===== config.mk =====
export PLATFORM = sky130hd
export DESIGN_NAME = palette_emphasis_pixel_converter
export DESIGN_NICKNAME = d
export VERILOG_FILES = /design/src/rtl/core/pec_pkg.sv /design/src/rtl/core/pec_cfg.sv /design/src/rtl/core/pec_lookup.sv /design/src/rtl/core/pec_scale.sv /design/src/rtl/core/pec_pack.sv /design/src/rtl/core/palette_emphasis_pixel_converter.sv
export SDC_FILE = /design/constraint.sdc
export NUM_CORES = 2
export LEC_CHECK = 0
export BUFFER_PORTS_ARGS = -buffer_cell sky130_fd_sc_hd__clkbuf_2
export CORE_MARGIN = 2
export CORE_UTILIZATION = 37
export DETAILED_ROUTE_END_ITERATION = 10
export GPL_TIMING_DRIVEN = 1
export PLACE_DENSITY = 0.49
export SYNTH_ARGS = -nofsm -noshare
export SYNTH_HDL_FRONTEND = slang
export SYNTH_SLANG_ARGS = --single-unit

===== constraint.sdc =====
create_clock -name clk -period 6.8 [get_ports clk]
set_input_delay 1.36 -clock clk [delete_from_list [all_inputs] [get_ports clk]]
set_output_delay 1.36 -clock clk [all_outputs]
set_load 0.03 [all_outputs]

===== src/rtl/core/pec_pkg.sv =====
// Shared constants, tables and stage types of the palette emphasis pixel converter.
package pec_pkg;

  localparam int PAL_ENTRIES = 64;  // palette RAM depth, a power of two
  localparam int PAL_AW      = $clog2(PAL_ENTRIES);
  localparam int FRAC_BITS   = 12;  // fraction bits of the emphasis factors
  localparam int FAC_W       = FRAC_BITS + 1;  // every factor lies below 2.0
  localparam int CH_W        = 8;
  localparam int RGB_W       = 3 * CH_W;
  localparam int PROD_W      = CH_W + FAC_W;
  localparam int IDX_W       = 6;
  localparam int EMPH_W      = 3;
  localparam int PIX_W       = 24;
  localparam int FMT_W       = 2;
  localparam int CFG_AW      = 3;
  localparam int CFG_DW      = 32;

  localparam logic [FMT_W-1:0] FMT_555   = 2'd0;
  localparam logic [FMT_W-1:0] FMT_565   = 2'd1;
  localparam logic [FMT_W-1:0] FMT_888   = 2'd2;
  localparam logic [FMT_W-1:0] FMT_RESET = FMT_888;

  localparam logic SRC_TABLE = 1'b0;
  localparam logic SRC_RAM   = 1'b1;

  localparam logic FUNC_WRITE   = 1'b0;
  localparam logic FUNC_CONVERT = 1'b1;

  // register select, taken from address bit 2
  localparam logic REG_FORMAT = 1'b0;
  localparam logic REG_SOURCE = 1'b1;

  // Round milli/1000 to the nearest step of the factor grid.
  function automatic logic [FAC_W-1:0] milli_to_fac(input int unsigned milli);
    int unsigned scaled;
    scaled = ((milli << FRAC_BITS) + 500) / 1000;
    return FAC_W'(scaled);
  endfunction

  // Emphasis factors per code: red, green, blue.
  localparam logic [FAC_W-1:0] FACTOR_TAB [8][3] = '{
    '{milli_to_fac(1000), milli_to_fac(1000), milli_to_fac(1000)},
    '{milli_to_fac(1239), milli_to_fac(915),  milli_to_fac(743)},
    '{milli_to_fac(794),  milli_to_fac(1086), milli_to_fac(882)},
    '{milli_to_fac(1019), milli_to_fac(980),  milli_to_fac(653)},
    '{milli_to_fac(905),  milli_to_fac(1026), milli_to_fac(1277)},
    '{milli_to_fac(1023), milli_to_fac(908),  milli_to_fac(979)},
    '{milli_to_fac(741),  milli_to_fac(987),  milli_to_fac(1001)},
    '{milli_to_fac(750),  milli_to_fac(750),  milli_to_fac(750)}
  };

  // Fixed PAL palette, packed r:g:b.
  localparam logic [RGB_W-1:0] PAL_TABLE [64] = '{
    24'h5B5B5B, 24'h0000B4, 24'h0000A0, 24'h3D00B1,
    24'h690074, 24'h5B0000, 24'h5F0000, 24'h411800,
    24'h102F00, 24'h084A08, 24'h006700, 24'h004212,
    24'h00286D, 24'h000000, 24'h000000, 24'h000000,
    24'hE7D5C4, 24'h0040FF, 24'h220EDC, 24'h6B47FF,
    24'h9F00D7, 24'hD70A68, 24'hC80000, 24'hB15400,
    24'h5B6A00, 24'h038C00, 24'h009900, 24'h00A22C,
    24'h0072A4, 24'h000000, 24'h000000, 24'h000000,
    24'hF8F8F8, 24'h64B4FF, 24'h8EABFF, 24'hC55BFF,
    24'hF248FF, 24'hFF49DF, 24'hFF6D48, 24'hE2A749,
    24'hFFE000, 24'h75E300, 24'h8AE571, 24'h2EB878,
    24'h13E2E5, 24'h787878, 24'h000000, 24'h000000,
    24'hFFFFFF, 24'hBEF2FF, 24'hB8B8F8, 24'hD8B8F8,
    24'hFFB6FF, 24'hFFC3FF, 24'hFFD1C7, 24'hFFE6C8,
    24'hF8ED88, 24'hDDFF83, 24'hB8F8B8, 24'hD7F8F5,
    24'hC5FFFF, 24'hF8D8F8, 24'h000000, 24'h000000
  };

  typedef struct packed {
    logic [EMPH_W-1:0] emph;
    logic [RGB_W-1:0]  base;
  } lk_t;

  typedef struct packed {
    logic [PROD_W-1:0] r;
    logic [PROD_W-1:0] g;
    logic [PROD_W-1:0] b;
  } prod_t;

endpackage


===== src/rtl/core/pec_cfg.sv =====
// Configuration registers behind the APB-style port.
module pec_cfg (
  input  logic                         clk,
  input  logic                         rst_n,
  input  logic                         cfg_psel,
  input  logic                         cfg_penable,
  input  logic                         cfg_pwrite,
  input  logic [pec_pkg::CFG_AW-1:0]   cfg_paddr,
  input  logic [pec_pkg::CFG_DW-1:0]   cfg_pwdata,
  output logic [pec_pkg::CFG_DW-1:0]   cfg_prdata,
  output logic                         cfg_pready,
  output logic [pec_pkg::FMT_W-1:0]    fmt,
  output logic                         src
);
  import pec_pkg::*;

  logic [FMT_W-1:0] fmt_r, fmt_nxt;
  logic             src_r, src_nxt;
  logic             wr_en;
  logic             reg_sel;

  assign cfg_pready = 1'b1;
  assign wr_en      = cfg_psel && cfg_penable && cfg_pwrite && cfg_pready;
  assign reg_sel    = cfg_paddr[2];

  always_comb begin
    fmt_nxt = fmt_r;
    src_nxt = src_r;
    if (wr_en) begin
      case (reg_sel)
        REG_FORMAT: fmt_nxt = cfg_pwdata[FMT_W-1:0];
        REG_SOURCE: src_nxt = cfg_pwdata[0];
        default:    fmt_nxt = fmt_r;
      endcase
    end
  end

  always_ff @(posedge clk) begin
    if (!rst_n) begin
      fmt_r <= FMT_RESET;
      src_r <= SRC_TABLE;
    end else begin
      fmt_r <= fmt_nxt;
      src_r <= src_nxt;
    end
  end

  always_comb begin
    case (reg_sel)
      REG_FORMAT: cfg_prdata = CFG_DW'(fmt_r);
      REG_SOURCE: cfg_prdata = CFG_DW'(src_r);
      default:    cfg_prdata = '0;
    endcase
  end

  assign fmt = fmt_r;
  assign src = src_r;

endmodule


===== src/rtl/core/pec_lookup.sv =====
// Stage 1: palette RAM write and read, fixed table lookup, base color select.
module pec_lookup (
  input  logic                        clk,
  input  logic                        rst_n,
  input  logic                        in_valid,
  output logic                        in_ready,
  input  logic                        in_func,
  input  logic [pec_pkg::IDX_W-1:0]   in_idx,
  input  logic [pec_pkg::EMPH_W-1:0]  in_emph,
  input  logic [pec_pkg::RGB_W-1:0]   in_rgb,
  input  logic                        src,
  output logic                        lk_valid,
  output pec_pkg::lk_t                lk,
  input  logic                        dn_ready
);
  import pec_pkg::*;

  logic [RGB_W-1:0]  mem [PAL_ENTRIES];
  logic [PAL_AW-1:0] addr;
  logic              fire;

  logic              v_r, v_nxt;
  logic [RGB_W-1:0]  ram_q_r;
  logic [RGB_W-1:0]  tab_r, tab_nxt;
  logic              src_r;
  logic [EMPH_W-1:0] emph_r;

  // depth is a power of two, so the modulo is a mask
  assign addr     = PAL_AW'(in_idx % PAL_ENTRIES);
  assign in_ready = !v_r || dn_ready;
  assign fire     = in_valid && in_ready;
  assign tab_nxt  = PAL_TABLE[in_idx];

  // only conversions travel on; palette writes end here
  assign v_nxt = in_ready ? (fire && (in_func == FUNC_CONVERT)) : v_r;

  always_ff @(posedge clk) begin
    if (fire && (in_func == FUNC_WRITE)) begin
      mem[addr] <= in_rgb;
    end
    if (in_ready) begin
      ram_q_r <= mem[addr];
    end
  end

  always_ff @(posedge clk) begin
    if (in_ready) begin
      tab_r  <= tab_nxt;
      src_r  <= src;
      emph_r <= in_emph;
    end
  end

  always_ff @(posedge clk) begin
    if (!rst_n) begin
      v_r <= 1'b0;
    end else begin
      v_r <= v_nxt;
    end
  end

  assign lk_valid = v_r;
  assign lk.emph  = emph_r;
  assign lk.base  = (src_r == SRC_RAM) ? ram_q_r : tab_r;

endmodule


===== src/rtl/core/pec_scale.sv =====
// Stage 2: multiply each channel by its emphasis factor.
module pec_scale (
  input  logic           clk,
  input  logic           rst_n,
  input  logic           up_valid,
  output logic           up_ready,
  input  pec_pkg::lk_t   lk,
  output logic           pr_valid,
  output pec_pkg::prod_t pr,
  input  logic           dn_ready
);
  import pec_pkg::*;

  logic  v_r, v_nxt;
  prod_t pr_r, pr_nxt;

  assign up_ready = !v_r || dn_ready;
  assign v_nxt    = up_ready ? up_valid : v_r;

  always_comb begin
    pr_nxt.r = PROD_W'(lk.base[3*CH_W-1:2*CH_W]) * PROD_W'(FACTOR_TAB[lk.emph][0]);
    pr_nxt.g = PROD_W'(lk.base[2*CH_W-1:CH_W])   * PROD_W'(FACTOR_TAB[lk.emph][1]);
    pr_nxt.b = PROD_W'(lk.base[CH_W-1:0])        * PROD_W'(FACTOR_TAB[lk.emph][2]);
  end

  always_ff @(posedge clk) begin
    if (up_ready) begin
      pr_r <= pr_nxt;
    end
  end

  always_ff @(posedge clk) begin
    if (!rst_n) begin
      v_r <= 1'b0;
    end else begin
      v_r <= v_nxt;
    end
  end

  assign pr_valid = v_r;
  assign pr       = pr_r;

endmodule


===== src/rtl/core/pec_pack.sv =====
// Stage 3: truncate, saturate and pack the pixel into the output register.
module pec_pack (
  input  logic                       clk,
  input  logic                       rst_n,
  input  logic                       up_valid,
  output logic                       up_ready,
  input  pec_pkg::prod_t             pr,
  input  logic [pec_pkg::FMT_W-1:0]  fmt,
  output logic                       out_valid,
  output logic [pec_pkg::PIX_W-1:0]  out_pixel,
  input  logic                       out_ready
);
  import pec_pkg::*;

  localparam int SCL_W = PROD_W - FRAC_BITS;

  logic              v_r, v_nxt;
  logic [PIX_W-1:0]  pix_r, pix_nxt;
  logic [CH_W-1:0]   r8, g8, b8;

  function automatic logic [CH_W-1:0] sat_ch(input logic [PROD_W-1:0] p);
    logic [SCL_W-1:0] s;
    s = p[PROD_W-1:FRAC_BITS];
    return (s > SCL_W'(8'hFF)) ? 8'hFF : s[CH_W-1:0];
  endfunction

  assign up_ready = !v_r || out_ready;
  assign v_nxt    = up_ready ? up_valid : v_r;

  assign r8 = sat_ch(pr.r);
  assign g8 = sat_ch(pr.g);
  assign b8 = sat_ch(pr.b);

  always_comb begin
    case (fmt)
      FMT_555: pix_nxt = PIX_W'({r8[7:3], g8[7:3], b8[7:3]});
      FMT_565: pix_nxt = PIX_W'({r8[7:3], g8[7:2], b8[7:3]});
      default: pix_nxt = {r8, g8, b8};  // 888 and the reserved code
    endcase
  end

  always_ff @(posedge clk) begin
    if (up_ready) begin
      pix_r <= pix_nxt;
    end
  end

  always_ff @(posedge clk) begin
    if (!rst_n) begin
      v_r <= 1'b0;
    end else begin
      v_r <= v_nxt;
    end
  end

  assign out_valid = v_r;
  assign out_pixel = pix_r;

endmodule


===== src/rtl/core/palette_emphasis_pixel_converter.sv =====
// Top level of the palette emphasis pixel converter.
//
//   channel  direction  handshake             contents
//   in_      slave      in_tvalid/in_tready   palette write or pixel conversion item
//   out_     master     out_tvalid/out_tready packed pixel item
//   cfg_     APB slave  psel/penable, pready  pixel_format @0x0, palette_source @0x4
//
// One item is taken per cycle while in_tready is high. A conversion item passes
// three register stages (RAM/table read, channel multiply, saturate and pack);
// out_tvalid rises once the item is held in the pack register.
// A palette write is done at its accept edge and gives no output item; a
// conversion accepted the next cycle already reads the new entry.
// rst_n (synchronous) clears the valid bits and the configuration registers; the
// palette RAM keeps its contents and is undefined until written.
// Each stage holds while its successor is full and stalled, so bubbles close up
// and nothing is lost or repeated under backpressure.
module palette_emphasis_pixel_converter (
  input  logic                         clk,
  input  logic                         rst_n,
  // input item
  input  logic                         in_tvalid,
  output logic                         in_tready,
  // [5:0] color_index, [8:6] emphasis, [16:9] red_in, [24:17] green_in,
  // [32:25] blue_in, [39:33] zero
  input  logic [39:0]                  in_tdata,
  // [0] func
  input  logic                         in_tuser,
  // result item
  output logic                         out_tvalid,
  input  logic                         out_tready,
  // [23:0] pixel_value
  output logic [pec_pkg::PIX_W-1:0]    out_tdata,
  // configuration
  input  logic                         cfg_psel,
  input  logic                         cfg_penable,
  input  logic                         cfg_pwrite,
  input  logic [pec_pkg::CFG_AW-1:0]   cfg_paddr,
  input  logic [pec_pkg::CFG_DW-1:0]   cfg_pwdata,
  output logic [pec_pkg::CFG_DW-1:0]   cfg_prdata,
  output logic                         cfg_pready
);
  import pec_pkg::*;

  logic [FMT_W-1:0]  fmt;
  logic              src;

  logic [IDX_W-1:0]  in_idx;
  logic [EMPH_W-1:0] in_emph;
  logic [RGB_W-1:0]  in_rgb;

  logic              lk_valid, lk_ready;
  lk_t               lk;
  logic              pr_valid, pr_ready;
  prod_t             pr;

  // unpack the input item; the palette word is stored as r:g:b
  assign in_idx  = in_tdata[5:0];
  assign in_emph = in_tdata[8:6];
  assign in_rgb  = {in_tdata[16:9], in_tdata[24:17], in_tdata[32:25]};

  pec_cfg u_cfg (
    .clk         (clk),
    .rst_n       (rst_n),
    .cfg_psel    (cfg_psel),
    .cfg_penable (cfg_penable),
    .cfg_pwrite  (cfg_pwrite),
    .cfg_paddr   (cfg_paddr),
    .cfg_pwdata  (cfg_pwdata),
    .cfg_prdata  (cfg_prdata),
    .cfg_pready  (cfg_pready),
    .fmt         (fmt),
    .src         (src)
  );

  // stage 1: write or read the palette and pick the base color
  pec_lookup u_lookup (
    .clk      (clk),
    .rst_n    (rst_n),
    .in_valid (in_tvalid),
    .in_ready (in_tready),
    .in_func  (in_tuser),
    .in_idx   (in_idx),
    .in_emph  (in_emph),
    .in_rgb   (in_rgb),
    .src      (src),
    .lk_valid (lk_valid),
    .lk       (lk),
    .dn_ready (lk_ready)
  );

  // stage 2: apply the emphasis factors
  pec_scale u_scale (
    .clk      (clk),
    .rst_n    (rst_n),
    .up_valid (lk_valid),
    .up_ready (lk_ready),
    .lk       (lk),
    .pr_valid (pr_valid),
    .pr       (pr),
    .dn_ready (pr_ready)
  );

  // stage 3: saturate, pack and hold the result for the consumer
  pec_pack u_pack (
    .clk       (clk),
    .rst_n     (rst_n),
    .up_valid  (pr_valid),
    .up_ready  (pr_ready),
    .pr        (pr),
    .fmt       (fmt),
    .out_valid (out_tvalid),
    .out_pixel (out_tdata),
    .out_ready (out_tready)
  );

endmodule

Word level (Yosys, flattened, before mapping)
Memories as Yosys holds them, arrays and structs flattened. A register that Yosys moved wholly into a read port is not among the register bits. Index checks and enable logic that the tools add are counted.

Flip-flop bits (word level): 97. Memory bits (writable): 1536. ROM bits: 1848. Input port bits: 83. Output and inout port bits: 59. Word-level logic and storage cells: 50. Memories kept: 3.

Multiply operators: 3. Order comparisons: 4. Equal/unequal tests: 1. Mux-type cells: 10. Bitwise logic cells: 4. Reductions and logical operators: 14.

Memory list: (no name shown) (depth 64, width 24, read ports 1, clocked after memory_dff 1, write ports 0, RTL line pec_lookup.sv:32) `assign tab_nxt = PAL_TABLE[in_idx];`; u_lookup.mem (depth 64, width 24, read ports 1, clocked after memory_dff 1, write ports 1, RTL line pec_lookup.sv:18) `logic [RGB_W-1:0] mem [PAL_ENTRIES];`; (no name shown) (depth 8, width 39, read ports 1, clocked after memory_dff 0, write ports 0, RTL line pec_scale.sv:21) `pr_nxt.r = PROD_W'(lk.base[3*CH_W-1:2*CH_W]) * PROD_W'(FACTOR_TAB[lk.emph][0]);`.

Operators with widths (number): $mux W39 (2); $pmux W32 S2 (1); $mul A8 B13 Y21 (3); $pmux W24 S2 (1); $gt A9 B8 Y1 const B (3); $mux W24 (1); $mux W8 (3); $not A6 Y7 (1); $logic_and A1 B1 Y1 (5); $ge A4 B4 Y1 const B (1); $not A3 Y4 (1); $reduce_and A2 Y1 (2); $logic_not A1 Y1 (3); $logic_or A1 B1 Y1 (3); $eq A2 B1 Y1 const B (1); $logic_not A2 Y1 (1); $mux W1 (2); $not A1 Y1 (2).

Logic depth before layout (Yosys ltp)
Depth in word-level cells: 8. Depth in mapped cells: 22. Gate-level depth less buffers: 20.

Modules after synthesis
From an unflattened synthesis, not the netlist that was laid out.

Cells, all modules: 4321. Area total of the unflattened synthesis: 75578.7 um2.

By module, submodules not included: pec_lookup (instances 1, cells each 2885, area an instance 61768.0 um2, sequential area each 47705.8 um2); pec_scale (instances 1, cells each 1308, area an instance 12245.5 um2, sequential area each 1911.8 um2); pec_pack (instances 1, cells each 80, area an instance 1171.1 um2, sequential area each 740.7 um2); pec_cfg (instances 1, cells each 48, area an instance 394.1 um2, sequential area each 60.1 um2).

Worst setup path after synthesis
Ideal clock, no wire load.

Path type: register -> register. Start point: reg u_lookup.emph_r[0]. End point: reg u_scale.pr_r, in the netlist u_scale.pr[15], data pin. Library setup time: 0.258 ns. Data arrival time: 5.243 ns. Required time: 6.542 ns. Path slack: 1.299 ns. Cell stages (with the launch flop): 20. Path buffers: 0. Clock period less this slack: 5.501 ns. Path through: edfxtp_1 > inv_1 > ha_1 > nor2b_1 > nor2_1 > or2_2 > fa_1 > fa_1 > inv_1 > fa_1 > inv_1 > fa_1 > inv_1 > ha_1 > nand2_1 > or4b_1 > o32a_1 > o21ai_1 > a21oi_1 > xnor2_1.

RTL lines: from (decl) (RTL line pec_lookup.sv:26) `logic [EMPH_W-1:0] emph_r;`; from (signal assigned) (RTL line pec_lookup.sv:50) `emph_r <= in_emph;`; to (signal assigned) (RTL line pec_scale.sv:28) `pr_r <= pr_nxt;`; to (decl) (RTL line pec_scale.sv:15) `prod_t pr_r, pr_nxt;`.

==> results.txt <==
Counting flops with a built-in enable in the synthesized netlist gives 1639. The hold-fix buffer count after cts came out at 0. The number of cells in the finished layout apart from fillers came out at between 6k and 7k. In this run the worst hold path is classified as reg2reg. The total negative setup slack came out at 0 ns.

The final max-slew violation count came out at 0. The clock-pin slew of the registers on the worst-case setup and hold paths is around 0.060 ns. The library cells used most frequently in the layout, excluding fill and tap cells, are edfxtp_1 (1639), mux4_2 (480), nor2_1 (255). The transition time at the pin with the least slew margin came out at 1.18 ns. In the final design database the tool counted 4583 nets. The area growth from synthesis to layout came out at 13.9%. The total half-perimeter wirelength after legalization and detailed placement is 109 mm. The worst hold path terminates at u_pack.out_pixel[18].

The DRC violations left came out at 0. The warning count from the yosys run came out at 0. The die footprint is 202000 µm².

The flow ran to the end, and the final reports show no timing, DRC or antenna violations. The worst-case reg-to-reg path depth came out at 18. Setup violations remaining at the end of the flow were counted as 0. The final critical delay including setup and external delays is 6.13 ns. The effective utilization at floorplan is 37.2%. The post-route netlist has 25.0% of its cells at a drive strength greater than 1. For this run, asynchronously set or reset flops after synthesis account for 0%.

The power density of the placed cells came out at between 200 and 300 nW/µm². Prior to clock tree synthesis, the placed netlist has a worst setup slack of 0.665 ns. TritonCTS built the clock tree.

The average instance area after synthesis came out at 18.6 µm². The wire length of the first global-routing pass is 276 mm. Leaving out fill and tap cells, the most frequent cell in the layout is edfxtp_1.

The tool flagged a number of max-cap violations equal to 0. The endpoint required time on the critical path is 7.33 ns. Detailed routing inserted a total of about 37k vias.

The number of cells on the worst hold path came out at 1. The number of buffer and inverter stages on the critical path is 3. The clock arrives with 0.0698 ns of skew. The pre-antenna-repair detailed-routing pass consisted of 6 iterations.

Setup repair after global routing left no endpoint under its margin. The most used flip-flop cell after synthesis is edfxtp_1. After layout, the worst path uses 90.2% of the clock period. The number of global-route vias before repair came out at roughly 40k.

The area of the placeable core is 197000 µm². The global placement routability congestion is 0.855. The library cell used as clock root buffer is clkbuf_16. The die extent in x came out at between 400 and 500 µm. The number of buffers created by CTS came out at around 180. STA classifies the critical path startpoint as a register.

The I/O pin count came out at 142. The type of the worst setup path is reg2reg. The final antenna-violating net count came out at 0. The worst supply voltage drop on vdd came out at between 0.2 and 0.25 mV. Wires add up to 191 mm. The count of input and output buffers came out at 71. The aggregate global routing overflow came out at 0. The worst register-to-register path ends at u_scale.pr[61].

The highest fanout seen on the critical path is 13. Tracing the worst setup path back leads to its startpoint at u_lookup.emph_r[0]. The maximum clock frequency came out at approximately 0.16 GHz.

The initial antenna violation count was 10. The distinct cell type count of the synthesized netlist came out at 78. The startpoint identified for the worst hold timing path is u_scale.pr[56]. The total of flip-flops plus latches after synthesis is 1645. The y dimension of the die came out at between 400 and 500 µm. The post-synthesis instance area came out at ~73000 µm². The number of failing hold endpoints at the final stage came out at 0.

For this run, the register share of the synthesized area comes to 67.3%. The clock network latency to the later pin of the worst-skew pair is about 0.85 ns. The number of violations reported at the end of detailed-routing iteration 0 came out at ~3.4k. The sink count of the clock tree came out at about 1.6k. The cell leakage power came out at 28.2 nW. The instance count of the mapped netlist is 3952. The number of resized instances in the post-cts repair step is 0. For this run, the slowest stage of the critical path takes 0.53 ns. After layout, the worst setup slack is 0.668 ns.

The maximum number of pins on one net before global-route repair came out at 120. The number of cells after detailed placement came out at 6633. In this design, the largest share of critical-path delay is due to adder cells. STA classifies the critical path endpoint as a register. After detailed routing, the average wire length per cell comes to 27.5 µm. The max-slew headroom at the worst pin came out at 21.3%. In the global route stage, overall resource usage came out at 19.0%. For flop-to-flop paths, the worst setup slack is 0.67 ns. Traced cell by cell, the critical path runs through buf_4 -> ha_1 -> nor2b_1 -> nor2_1 -> nor2_1 -> fa_1 -> fa_1 -> fa_1 -> inv_1 -> fa_1 -> inv_1 -> ha_1 -> and3_1 -> a31oi_1 -> o21ai_0 -> or3_1 -> a41oi_1 -> xnor2_1.

The clock tree synthesis step divided the H-tree into 4 levels. The reg-to-reg startpoint is u_lookup.emph_r[0]. The design draws 24.9 mW. The most repeated library cell on the critical path is fa_1. The arrival time at the worst endpoint came out at between 6 and 7 ns. Dividing the detail-routed via count by the number of cells gives 5.33. The post-CTS setup buffer count is 0. The site row count is 163. The maximum clock insertion buffer count came out at 3. The critical path's slowest cell is fa_1.
-- through the flow --
step	instance area, µm²	hold slack, ns	util [%]
after floorplan	73400	0.424	-
after global placement	77900	0.513	39.5
after detailed placement	77900	0.506	39.5
after CTS	83500	0.525	42.4
after global routing	83500	0.550	42.4
final	83500	0.525	42.4
-- synthesized netlist by cell type, drive strengths merged, types with 5 or more instances --
master,number,area (µm²)
a21oi,94,470
inv,250,938
o211ai,14,110
a21boi,5,37.5
a211o,11,96.3
o221ai,9,78.8
mux2i,42,424
mux2,5,56.3
mux4,480,10800
o21a,14,105
nand3,29,145
fa,187,3740
nand2b,21,131
nor3,12,65.1
ha,142,1780
nand2,107,402
and2,9,56.3
o21ai,61,305
buf,107,601
nor2b,31,194
edfxtp,1639,49200
nand4,11,68.8
or2,50,313
clkbuf,109,409
a31oi,8,50.1
dfxtp,6,120
nor2,323,1210
xor2,10,87.6
a22oi,50,375
xnor2,16,140
o31ai,5,37.5
a21o,11,82.6
o311ai,11,96.4
a211oi,9,67.6
-- registers in the layout, summed over array words and instances, names as in the netlist --
| signal | cells |
|---|---|
| u_cfg.fmt | 2 |
| u_cfg.src | 1 |
| u_lookup.emph_r | 3 |
| u_lookup.lk_valid | 1 |
| u_lookup.mem | 1536 |
| u_lookup.ram_q_r | 24 |
| u_lookup.src_r | 1 |
| u_lookup.tab_r | 24 |
| u_pack.out_pixel | 24 |
| u_pack.out_valid | 1 |
| u_scale.pr | 27 |
| u_scale.pr_valid | 1 |
-- power breakdown --
part / internal, mW / switching, mW / leakage (nW)
clock network: 5.19 / 4.09 / 2.68
logic: 1.59 / 2.43 / 10.5
registers: 11.5 / 0.0939 / 15.0
-- how the worst max path moves through the flow --
stage / to / cells past startpoint
finish: u_scale.pr[61] / 18
global route: u_scale.pr[20] / 19
CTS: u_scale.pr[20] / 17
detailed placement: u_scale.pr[20] / 17
global placement: u_scale.pr[61] / 18
floorplan: u_scale.pr[15] / 19
-- per-layer routing --
metal	wire length, µm	global-route usage (%)	up-vias
li1	-	-	15937
met1	83700	26.3	19828
met2	91000	30.6	1049
met3	11100	3.60	244
met4	5140	5.53	0
met5	0	0	-
-- cells by family after synthesis --
kind of cell / Yosys count / synth area share (%)
DFF: 1645 / 67.3
and+or+nand+nor: 616 / 3.77
muxes: 527 / 15.4
buffers and inverters: 469 / 2.67
AOI/OAI and AO/OA: 338 / 3.04
adders and majority gates: 329 / 7.53
xor gates and xnor gates: 26 / 0.311
other: 2 / 0.0102
-- area by class of cell --
type                            count  area [µm²]
Sequential cell                  1645       49300
Clock inverter                     98        1010
Tap cell                         2640        3300
Clock buffer                      216        4560
Antenna cell                        4        10.0
Inverter                          253         957
Fill cell                       17445      114000
Multi-Input combinational cell   1867       22700
Timing Repair Buffer              228        1690
No activity file was read; power rests on OpenSTA's default activity.
